<file path="config.mk">
export PLATFORM = sky130hd
export DESIGN_NAME = g2g_queue
export DESIGN_NICKNAME = d
export VERILOG_FILES = /design/src/design/go_to_goal_p_controller_assert.svh /design/src/design/g2g_pkg.sv /design/src/design/g2g_queue.sv
export SDC_FILE = /design/constraint.sdc
export NUM_CORES = 1
export LEC_CHECK = 0
export ABC_AREA = 1
export BUFFER_PORTS_ARGS = -buffer_cell sky130_fd_sc_hd__buf_4
export CAP_MARGIN = 20
export CORE_UTILIZATION = 40
export DETAILED_ROUTE_END_ITERATION = 16
export HOLD_SLACK_MARGIN = 0.03
export PLACE_DENSITY_LB_ADDON = 0.08
export SYNTH_ARGS = -nofsm -noshare
export SYNTH_HDL_FRONTEND = slang
export SYNTH_SLANG_ARGS = --single-unit
</file>
<file path="constraint.sdc">
create_clock -name clock -period 4.7 [get_ports clock]
set_input_delay 0.47 -clock clock [delete_from_list [all_inputs] [get_ports clock]]
set_output_delay 0.47 -clock clock [all_outputs]
set_load 0.1 [all_outputs]
</file>
<file path="src/design/go_to_goal_p_controller_assert.svh">
// Assertion macros for the go-to-goal controller
`ifndef GO_TO_GOAL_P_CONTROLLER_ASSERT_SVH
`define GO_TO_GOAL_P_CONTROLLER_ASSERT_SVH
// consequent holds in the same cycle as the antecedent
`define G2G_ASSERT_IMPL(label, clk, rst, ante, cons, msg) \
   label: assert property (@(posedge clk) disable iff (rst) (ante) |-> (cons)) \
      else $error(msg);
// consequent holds in the cycle after the antecedent
`define G2G_ASSERT_NEXT(label, clk, rst, ante, cons, msg) \
   label: assert property (@(posedge clk) disable iff (rst) (ante) |=> (cons)) \
      else $error(msg);
`endif

</file>
<file path="src/design/g2g_pkg.sv">
// Shared types and constants for the go-to-goal controller
`default_nettype none
package g2g_pkg;
   localparam int TABLE_LEN = 24;
   localparam int KINV_Q16 = 39797;
   localparam logic signed [31:0] PI_Q16 = 32'sd205887;
   localparam logic signed [31:0] TWO_PI_Q16 = 32'sd411775;
   localparam logic signed [31:0] HALF_PI_Q16 = 32'sd102944;

   localparam logic [2:0] CSR_GOAL_X = 3'd0;
   localparam logic [2:0] CSR_GOAL_Y = 3'd1;
   localparam logic [2:0] CSR_TOL = 3'd2;
   localparam logic [2:0] CSR_DGAIN = 3'd3;
   localparam logic [2:0] CSR_TGAIN = 3'd4;

   typedef enum logic [1:0] {
      BK_IDLE,
      BK_VEC,
      BK_COS,
      BK_MUL
   } bk_state_type;

   // work item passed from front to back
   typedef struct packed {
      logic signed [24:0] dx;
      logic signed [24:0] dy;
      logic signed [18:0] hd;
   } g2g_item_type;

   typedef struct packed {
      logic signed [15:0] forward_speed;
      logic signed [15:0] turn_rate;
      logic at_goal;
   } g2g_result_type;

   function automatic logic signed [31:0] atan_q16(input logic [4:0] i);
      logic signed [31:0] r;
      case (i)
         5'd0: r = 32'sd51472;
         5'd1: r = 32'sd30386;
         5'd2: r = 32'sd16055;
         5'd3: r = 32'sd8150;
         5'd4: r = 32'sd4091;
         5'd5: r = 32'sd2047;
         5'd6: r = 32'sd1024;
         5'd7: r = 32'sd512;
         5'd8: r = 32'sd256;
         5'd9: r = 32'sd128;
         5'd10: r = 32'sd64;
         5'd11: r = 32'sd32;
         5'd12: r = 32'sd16;
         5'd13: r = 32'sd8;
         5'd14: r = 32'sd4;
         5'd15: r = 32'sd2;
         5'd16: r = 32'sd1;
         default: r = 32'sd0;
      endcase
      return r;
   endfunction
endpackage
`default_nettype wire

</file>
<file path="src/design/g2g_queue.sv">
// Two-entry queue between front and back
`default_nettype none
module g2g_queue
   import g2g_pkg::*;
(
   input wire logic clock,
   input wire logic reset,
   input wire logic in_valid,
   output logic in_ready,
   input wire g2g_item_type in_item,
   output logic out_valid,
   input wire logic out_ready,
   output g2g_item_type out_item
);
   g2g_item_type mem [2];
   logic wp_ff, wp_in, rp_ff, rp_in;
   logic [1:0] cnt_ff, cnt_in;
   logic push, pop;

   assign in_ready = cnt_ff != 2'd2;
   assign out_valid = cnt_ff != 2'd0;
   assign push = in_valid && in_ready;
   assign pop = out_valid && out_ready;
   assign out_item = mem[rp_ff];

   always_comb begin
      wp_in = push ? !wp_ff : wp_ff;
      rp_in = pop ? !rp_ff : rp_ff;
      cnt_in = cnt_ff + 2'(push) - 2'(pop);
   end

   always_ff @(posedge clock) begin
      if (reset) begin
         wp_ff <= 1'b0;
         rp_ff <= 1'b0;
         cnt_ff <= 2'd0;
      end else begin
         wp_ff <= wp_in;
         rp_ff <= rp_in;
         cnt_ff <= cnt_in;
      end
      if (push) begin
         mem[wp_ff] <= in_item;
      end
   end
endmodule
`default_nettype wire

</file>
# After elaboration in Yosys (flattened, before gate mapping)
# Memories as Yosys holds them, arrays and structs flattened. A register that Yosys moved wholly into a read port is not among the register bits.
# Cells that the tools add are included.
# word_totals
regBits	4
ram_bits	138
in_bits	73
word_cells	16
memories	1
# memory_table
name	words	width	read_ports	rd_ports_with_merged_regs	wr	line	source
mem	2	69	1	1	1	g2g_queue.sv:15	g2g_item_type mem [2];
# classes
addsub	2
n_eq_ne	1
n_mux	4
reduce_logical	5
# ops
op	n
1-bit two-way mux	4
2-bit by 1-bit adder with 2-bit output	1
1-bit logical AND	2
1-bit logical NOT	2
2-bit inequality test, second input constant	1
2-bit nonzero test	1
2-bit by 1-bit subtractor with 2-bit output	1

# Logic depth before layout (Yosys ltp)
# logic_depth
depth_word	4
depth_mapped	11
mapped_depth_nobuf	11

# Worst setup path before layout
# OpenSTA, ideal clock, no wires.
# synth_path
path_kind	register to register
from	reg cnt_ff[0]
to	mem mem[1][0] (netlist bit) (enable)
t_arrival_ns	4.314
required_time_ns	4.202
setup_slack_ns	-0.112
stages_incl_launch_ff	5
synth_period_minus_slack_ns	4.812
path_cell_list	dfxtp_1 inv_1 nand2_1 nand2_1 nor2_1
# synth_via
elab_chain_len	4
# synth_rtl
element	line	source
start, declared	g2g_queue.sv:17	logic [1:0] cnt_ff, cnt_in;
start signal, assigned	g2g_queue.sv:40	cnt_ff <= cnt_in;
2-bit inequality test	g2g_queue.sv:20	assign in_ready = cnt_ff != 2'd2;
via in_ready	g2g_queue.sv:9	output logic in_ready,
1-bit logical AND	g2g_queue.sv:22	assign push = in_valid && in_ready;
1-bit two-way mux	g2g_queue.sv:42	if (push) begin
1-bit two-way mux (not written as such)	g2g_queue.sv:43	mem[wp_ff] <= in_item;
end, declared	g2g_queue.sv:15	
# The timed path passes the listed nets, and every way through them passes these cells.

==> reports/results.ini <==
[synth]
syn_inst=251
synthDistinctLibCells=15
synth_nets=325
ys_seq_area_share_pct=80.7
synth-edff-count=138
synthesis.area_mm2=0.00526
synth-async-reset-ratio_pct=0
avgSynthCellArea_um2=20.9
ys.flop_type=edfxtp_1
yosys_warnings=0
synth-seq-cells=143

[clock_tree]
cts_tree=done
cts_root_buf=clkbuf_16
clk_pin_slew_ns=0.05
clkLatencyLatePin_ns=0.41
clock_path_buffers=2
holdBufCountCts=0
cts_resized=0
htree_levels=4
cts_setup_buffers=0
clock_sink_count=143
cts-buffers-inserted=17

[detailed_routing]
totalWireLength_um=9040
wire_per_inst_um=15.2
drc=0
ant_nets=0
drt_iter0_drc=95
drtPass1Iterations=4
vias_per_cell=4.56
routed-via-count=2706

[setup_path]
r2r_cells=5
r2r_end=mem[0][30]
critPathCaptureType=primary output
worstPathMaxFanout=69
cp_data_arrival_time_ns=2.13
timing.rr.start=cnt_ff[0]
startpoint_type=register
endpoint=out_item[1]
required_ns=4.23
critical_path_class=register to primary output
ff2ff_setup_slack_ns=2.30

[global_routing]
grtUsageTotal_pct=14.0
grt_first_pass_wirelength_um=13300
grt_overflow_total=0
grt_max_degree=70
antenna_found_initial=0
grt_pass1_vias=2697

[floorplanning]
start_util_pct=41.3
die_width_um=117
num_rows=41
ios=144
core_area_mm2=0.0127
die_h_um=117
dieArea_mm2=0.0136

[finish]
syn2layout_area_growth_pct=34.1
antennaDiodeCount=0
n_fill_cell=1076
multi_input_area_um2=935
fin_area_mm2=0.00705
layout_commonest_cell=buf_4
fin_nets=483
drive_gt1_share_pct=57.1
seqCellArea_mm2=0.00425
layout_common_cells=buf_4, edfxtp_1, mux2_2

[placed_design]
gp_congestion=0.718
port_buffers=143
placed_area_mm2=0.00654
dp_hpwl_um=5610

[sta]
fmax_mhz=385
setup_viol=0
slew_violations=0
slew-limit-headroom_pct=33.2
tightestPinTransition_ns=1.00
finalHoldViolCount=0
tns_ns=0
finalClockSkew_ns=0.00427
period_share_pct=55.3
min_period_ns=2.60
rsz0062_at_grt=false

[hold_path]
hold_path.class=input port to register

[status]
outcome=complete, no violations

[run]
cap_viol_max_count=0

flip-flops by register name, summed over array words and instances, names as in the netlist, named ones only:
name,flops
wp_ff,1
cnt_ff,2
rp_ff,1
mem,138
synth_stat cells, types with 2 or more instances:
| cell | number | area (um^2) |
|---|---|---|
| buf_2 | 5 | 25.0 |
| buf_6 | 2 | 22.5 |
| mux2_4 | 10 | 150 |
| nor2_1 | 9 | 33.8 |
| mux2_2 | 59 | 664 |
| nand2_1 | 8 | 30.0 |
| edfxtp_1 | 138 | 4140 |
| a21oi_1 | 2 | 10.0 |
| dfxtp_1 | 5 | 100 |
| inv_1 | 8 | 30.0 |
how the worst min path moves through the flow:
stage	start	to	slack, ns	cells after the start
after floorplan	rp_ff	register	0.47	2
after global placement	rp_ff	rp_ff	0.48	2
after detailed placement	rp_ff	register	0.49	2
after CTS	reset	cnt_ff[0]	0.22	2
after global routing	in_item[53]	mem[1][53]	0.23	1
final	reset	cnt_ff[0]	0.24	2
per-stage QoR:
step | worst slack (ns) | hold slack, ns | util, % | cells
after CTS | 2.05 | 0.222 | 55.2 | 593
after global routing | 1.97 | 0.225 | 55.4 | 594
after detailed placement | 2.17 | 0.491 | 51.4 | 561
final | 2.10 | 0.242 | 55.4 | 594
after global placement | 2.18 | 0.481 | 51.4 | 561
after floorplan | 1.03 | 0.467 | - | 251
cells by family (layout without fill, tap and decap cells):
group,after synthesis,count (layout),synth area share [%]
mux,69,69,15.5
xor+xnor,1,1,0.167
flops,143,143,80.7
buf+inv,16,187,1.76
compound gates,2,2,0.190
fa+ha+maj,1,1,0.238
simple gates,19,19,1.40
metal layers:
layer	global-route usage (%)	vias up	wire [um]
met3	6.54	15	902
li1	-	1288	-
met2	21.5	108	4260
met5	0	-	0
met4	7.59	0	180
met1	16.4	1295	3700
critical path, stage by stage (launching register included):
cell and delay, ns:
dfxtp_4 1.01, mux2_2 0.44, buf_4 0.24
layout make-up:
class,instances,share of cell area (%)
tap,172,3.05
clock inverter,11,0.710
sequential,143,60.3
multi-input combinational,92,13.3
timing repair buffer,147,16.0
inverter,8,0.426
clock buffer,21,6.25
Power is left out: the tool's default activity adds up to more than one toggle a clock period on the data nets, which glitch-free logic cannot reach.
