File: src/design/go_to_goal_p_controller_assert.svh
// Assertion macros for the go-to-goal controller
`ifndef GO_TO_GOAL_P_CONTROLLER_ASSERT_SVH
`define GO_TO_GOAL_P_CONTROLLER_ASSERT_SVH
// consequent holds in the same cycle as the antecedent
`define G2G_ASSERT_IMPL(label, clk, rst, ante, cons, msg) \
   label: assert property (@(posedge clk) disable iff (rst) (ante) |-> (cons)) \
      else $error(msg);
// consequent holds in the cycle after the antecedent
`define G2G_ASSERT_NEXT(label, clk, rst, ante, cons, msg) \
   label: assert property (@(posedge clk) disable iff (rst) (ante) |=> (cons)) \
      else $error(msg);
`endif

File: src/design/g2g_pkg.sv
// Shared types and constants for the go-to-goal controller
`default_nettype none
package g2g_pkg;
   localparam int TABLE_LEN = 24;
   localparam int KINV_Q16 = 39797;
   localparam logic signed [31:0] PI_Q16 = 32'sd205887;
   localparam logic signed [31:0] TWO_PI_Q16 = 32'sd411775;
   localparam logic signed [31:0] HALF_PI_Q16 = 32'sd102944;

   localparam logic [2:0] CSR_GOAL_X = 3'd0;
   localparam logic [2:0] CSR_GOAL_Y = 3'd1;
   localparam logic [2:0] CSR_TOL = 3'd2;
   localparam logic [2:0] CSR_DGAIN = 3'd3;
   localparam logic [2:0] CSR_TGAIN = 3'd4;

   typedef enum logic [1:0] {
      BK_IDLE,
      BK_VEC,
      BK_COS,
      BK_MUL
   } bk_state_type;

   // work item passed from front to back
   typedef struct packed {
      logic signed [24:0] dx;
      logic signed [24:0] dy;
      logic signed [18:0] hd;
   } g2g_item_type;

   typedef struct packed {
      logic signed [15:0] forward_speed;
      logic signed [15:0] turn_rate;
      logic at_goal;
   } g2g_result_type;

   function automatic logic signed [31:0] atan_q16(input logic [4:0] i);
      logic signed [31:0] r;
      case (i)
         5'd0: r = 32'sd51472;
         5'd1: r = 32'sd30386;
         5'd2: r = 32'sd16055;
         5'd3: r = 32'sd8150;
         5'd4: r = 32'sd4091;
         5'd5: r = 32'sd2047;
         5'd6: r = 32'sd1024;
         5'd7: r = 32'sd512;
         5'd8: r = 32'sd256;
         5'd9: r = 32'sd128;
         5'd10: r = 32'sd64;
         5'd11: r = 32'sd32;
         5'd12: r = 32'sd16;
         5'd13: r = 32'sd8;
         5'd14: r = 32'sd4;
         5'd15: r = 32'sd2;
         5'd16: r = 32'sd1;
         default: r = 32'sd0;
      endcase
      return r;
   endfunction
endpackage
`default_nettype wire

File: src/design/g2g_front.sv
// Front end: takes pose transfers, forms the position errors and passes the heading on
`default_nettype none
module g2g_front
   import g2g_pkg::*;
(
   input wire logic clock,
   input wire logic reset,
   input wire logic in_valid,
   output logic in_ready,
   input wire logic signed [15:0] pos_x,
   input wire logic signed [15:0] pos_y,
   input wire logic signed [15:0] heading,
   input wire logic signed [15:0] goal_x,
   input wire logic signed [15:0] goal_y,
   output logic out_valid,
   input wire logic out_ready,
   output g2g_item_type out_item
);
   logic valid_ff, valid_in;
   g2g_item_type item_ff, item_in;
   logic signed [16:0] dx, dy;

   assign dx = 17'(goal_x) - 17'(pos_x);
   assign dy = 17'(goal_y) - 17'(pos_y);
   assign in_ready = !valid_ff || out_ready;

   always_comb begin
      valid_in = valid_ff;
      item_in = item_ff;
      if (in_ready) begin
         valid_in = in_valid;
         item_in.dx = {dx, 8'd0};
         item_in.dy = {dy, 8'd0};
         item_in.hd = {heading, 3'd0};
      end
   end

   always_ff @(posedge clock) begin
      if (reset) begin
         valid_ff <= 1'b0;
      end else begin
         valid_ff <= valid_in;
      end
      item_ff <= item_in;
   end

   assign out_valid = valid_ff;
   assign out_item = item_ff;
endmodule
`default_nettype wire

File: config.mk
export PLATFORM = sky130hd
export DESIGN_NAME = g2g_front
export DESIGN_NICKNAME = d
export VERILOG_FILES = /design/src/design/go_to_goal_p_controller_assert.svh /design/src/design/g2g_pkg.sv /design/src/design/g2g_front.sv
export SDC_FILE = /design/constraint.sdc
export NUM_CORES = 1
export LEC_CHECK = 0
export CORE_ASPECT_RATIO = 0.9
export CORE_MARGIN = 3
export CORE_UTILIZATION = 25
export CTS_BUF_LIST = sky130_fd_sc_hd__clkbuf_2 sky130_fd_sc_hd__clkbuf_4 sky130_fd_sc_hd__clkbuf_8
export DETAILED_ROUTE_END_ITERATION = 6
export DONT_BUFFER_PORTS = 1
export GPL_TIMING_DRIVEN = 0
export HOLD_SLACK_MARGIN = 0.05
export SLEW_MARGIN = 20
export SYNTH_ARGS = -nofsm -noshare
export SYNTH_HDL_FRONTEND = slang
export SYNTH_SLANG_ARGS = --single-unit
File: constraint.sdc
create_clock -name clock -period 3 [get_ports clock]
set_input_delay 0.6 -clock clock [delete_from_list [all_inputs] [get_ports clock]]
set_output_delay 0.6 -clock clock [all_outputs]
set_load 0.05 [all_outputs]
---- Word level (Yosys, flattened, before mapping) ----
Cells that the tools add are included.
storage, ports and cells
  input bits .............................. 84
  logic and storage cells ................. 8
  register bits ........................... 51
  output and inout port bits .............. 71
cells by class
  $add $sub $neg .......................... 2
  reduce and logical (&&, ||, !) cells .... 2
operators with widths
  cell                          number
  subtractor 16 x 16 -> 17 bit  2
  logical NOT 1 bit             1
  logical OR 1 bit              1

---- Logic depth before layout (Yosys ltp) ----
  word-level depth ........................ 2
  mapped depth ............................ 8
  mapped depth without buffers ............ 8

---- Worst setup path before layout ----
OpenSTA, ideal clock, no wires.
  path type ............................... input-to-output
  start point ............................. input out_ready
  end point ............................... output in_ready
  data required time ...................... 2.400 ns
  path buffers ............................ 0
  arrival time ............................ 2.206 ns
  setup slack ............................. 0.194 ns
  stages .................................. 1
  cell sequence ........................... nand2b_1
between the ends
  word-level cells in the longest chain between the ends .. 1
RTL lines
  item              RTL line         text
  start, declared   g2g_front.sv:16  input wire logic out_ready,
  logical OR 1 bit  g2g_front.sv:25  assign in_ready = !valid_ff || out_ready;
  end, declared     g2g_front.sv:9   output logic in_ready,
Every way passes these cells.

---- Final worst setup path ----
  start point ............................. input goal_y[0]
  end point ............................... register item_ff, in the netlist out_item[43] (data pin)
between the ends
  word-level cells in the longest chain between the ends .. 1
RTL lines
  item                          RTL line         text
  start, declared               g2g_front.sv:14  input wire logic signed [15:0] goal_y,
  subtractor 16 x 16 -> 17 bit  g2g_front.sv:24  assign dy = 17'(goal_y) - 17'(pos_y);
  via dy[16]                    g2g_front.sv:21  logic signed [16:0] dx, dy;
  end signal, assigned          g2g_front.sv:44  item_ff <= item_in;
  end, declared                 g2g_front.sv:20  g2g_item_type item_ff, item_in;
The timed path passes the listed nets, and every way through them passes these cells.
A chain may end at the register's enable or synchronous reset.

==> metrics.csv <==
metric,value,unit
rows,39,
gp_congestion,0.837,
drv_slew,0,
worstMarginPinSlew,0.579,ns
grt_pass1_vias,2249,
setup_viol_count_final,0,
p_per_area,603,mW/mm2
dp_hpwl,6.41,mm
setup_ws,0.637,ns
drtAntennaViolNets,0,
ys.flop_type,edfxtp_1,
totalWireLength,7.68,mm
post_cts_buffers,0,
ys_seq_area_frac,0.453,
fin_cells,514,
rsz0062_at_grt,no,
grt_pass1_wl,11.3,mm
synth_edf_count,50,
yosysTopAreaCell,edfxtp_1,
cts_num_sinks,51,
final_layout_size_suffix_gt1_frac,0.109,
clock.fmax,423,MHz
port_buffers,0,
area_growth,11.8,%
yosys_register_bits,51,
final.fill_count,1315,
initial_core_util,0.260,
final_nets,467,
period_needed,2.36,ns
end_kind,flip-flop,
totalPowerFinal,0.00226,W
status,"complete, no violations",
hold_class,input pin to flip-flop,
syn_area_per_cell,10.4,um2
cts_buffers,5,
syn_area,0.00336,mm2
vias_per_cell,4.63,
synthTopCellsByArea,"edfxtp_1 (45%), ha_1 (12%), inv_1 (4.8%)",
final_util,0.290,
die_h,116,um
peakVddDrop,0.184,mV
clock_path_buffers,2,
worst-setup-path-type,input pin to flip-flop,
slowest_stage,a211oi_2,
drv_cap,0,
hold_buffers,0,
worstPathCellList,inv_1 -> ha_1 -> fa_1 -> and2b_1 -> o2111ai_2 -> a211oi_2 -> nor3b_1 -> a31o_2,
core,0.0129,mm2
cts_root_buf,clkbuf_8,
critPathMaxFanout,4,
dp_cells,506,
wl_per_cell,14.9,um
antennaDiodeCount,0,
cts_tree,done,
drt_iter0_drc,171,
synth_cell_types,46,
clkTransAtPathRegs,0.12,ns
h-tree-depth,2,
grtUsageTotal,0.0982,
die_w,128,um
synth.most_common_cell,edfxtp_1,
synth_top_area_share,0.447,
ys_warn_count,0,
startpoint_type,input pin,
crit_buf_inv,1,
drc,0,
max_stage_delay,0.44,ns
antenna_found_initial,0,
post-route-period-util,0.788,
finClkSkew,0.0187,ns
dpl_worst_slack,0.247,ns
crit_required,3.10,ns
worstSkewPairLatency,0.33,ns
synth_cells,323,
path_delay_family,compound AO/OA/AOI/OAI gates,
hold_viol,0,
dr.pass1.iters,4,
synthTopCellsByCount,"edfxtp_1 (50), inv_1 (43), ha_1 (32)",
p_leak,1.65,nW
async_flop_share,0,
cp.arrival,2.47,ns
cts_resized,0,
grt_max_degree,33,
via_count,2378,
relSlewSlack,0.614,
ios,155,
overflow,0,
die-area,0.0149,mm2
## through the flow
| step | hold WS [ns] | instance area, um2 | setup TNS, ns |
|---|---|---|---|
| floorplan | 0.669 | 3430 | 0 |
| global placement | 0.673 | 3630 | -13.64 |
| detailed placement | 0.677 | 3660 | 0 |
| CTS | 0.315 | 3750 | 0 |
| global route | 0.325 | 3750 | 0 |
| finish | 0.342 | 3750 | 0 |
## final cells by class
class	count	area [um2]	area share
plain buffers	22	154	0.0410
clock buffers	5	68.8	0.0183
clock inverters	3	26.3	0.00700
inverters	43	161	0.0430
multi-input cells	225	1600	0.425
flip-flops and latches	51	1520	0.405
well taps	164	205	0.0547
repair buffers	1	20.0	0.00533
## flip-flops by register name, indices dropped and copies added, names as in the netlist
name       count
out_valid      1
out_item      50
## cells in the final DEF (no fill, tap or decap), types with 2 or more instances in the layout
| cell type | n |
|---|---|
| edfxtp_1 | 50 |
| inv_1 | 43 |
| ha_1 | 32 |
| a21oi_1 | 29 |
| nand2_1 | 26 |
| buf_4 | 19 |
| conb_1 | 19 |
| o21ai_0 | 15 |
| xnor2_1 | 13 |
| nor2_1 | 11 |
| xor2_1 | 11 |
| nand2b_1 | 9 |
| o211ai_1 | 6 |
| a21o_1 | 5 |
| nand3_1 | 5 |
| clkbuf_8 | 5 |
| and3_1 | 4 |
| a31oi_1 | 4 |
| nor3b_1 | 3 |
| nor3_1 | 3 |
| clkbuf_1 | 3 |
| o21a_1 | 2 |
| o21ai_2 | 2 |
| o2111ai_1 | 2 |
| fa_1 | 2 |
| inv_6 | 2 |
## worst register-to-register path, cell delays in order (launching register included)
cell,delay [ns]
dfxtp_1,0.70
nand2b_4,0.32
buf_12,0.29
## cell families after synthesis
kind of cell	Yosys count	synth area share
multiplexers	2	0.00633
AO/OA/AOI/OAI	78	0.153
adder cells (fa/ha/maj)	34	0.131
flip-flops	51	0.453
AND/OR/NAND/NOR	68	0.0987
XOR/XNOR	24	0.0626
buffers and inverters	65	0.0939
other	1	0.00112
## power by group
group          internal, W  switching (W)  leakage [nW]
registers         0.000932       0.000441         0.527
clock network     0.000172       0.000263        0.0491
logic             0.000172       0.000282          1.08
total              0.00128       0.000986          1.65
## worst paths after layout
path | startpoint | to | slack [ns] | cells past startpoint
worst max-delay path | goal_y[0] | out_item[43]$_DFFE_PP_ | 0.64 | 8
worst min-delay path | reset | out_valid$_SDFFE_PP0P_ | 0.34 | 1
worst max register to register | out_valid$_SDFFE_PP0P_ | out_item[10]$_DFFE_PP_ | 1.42 | 2
worst min register to register | out_valid$_SDFFE_PP0P_ | out_item[27]$_DFFE_PP_ | 1.08 | 1
## layer usage
layer,wire (um),up-vias,global-route usage,part of all wire
met5,0,-,0,0
met3,578,12,0.0387,0.075
met4,182,0,0.0417,0.024
li1,-,1156,-,-
met1,3490,1100,0.125,0.45
met2,3420,110,0.148,0.45
Power figures use the tool's default switching activity.
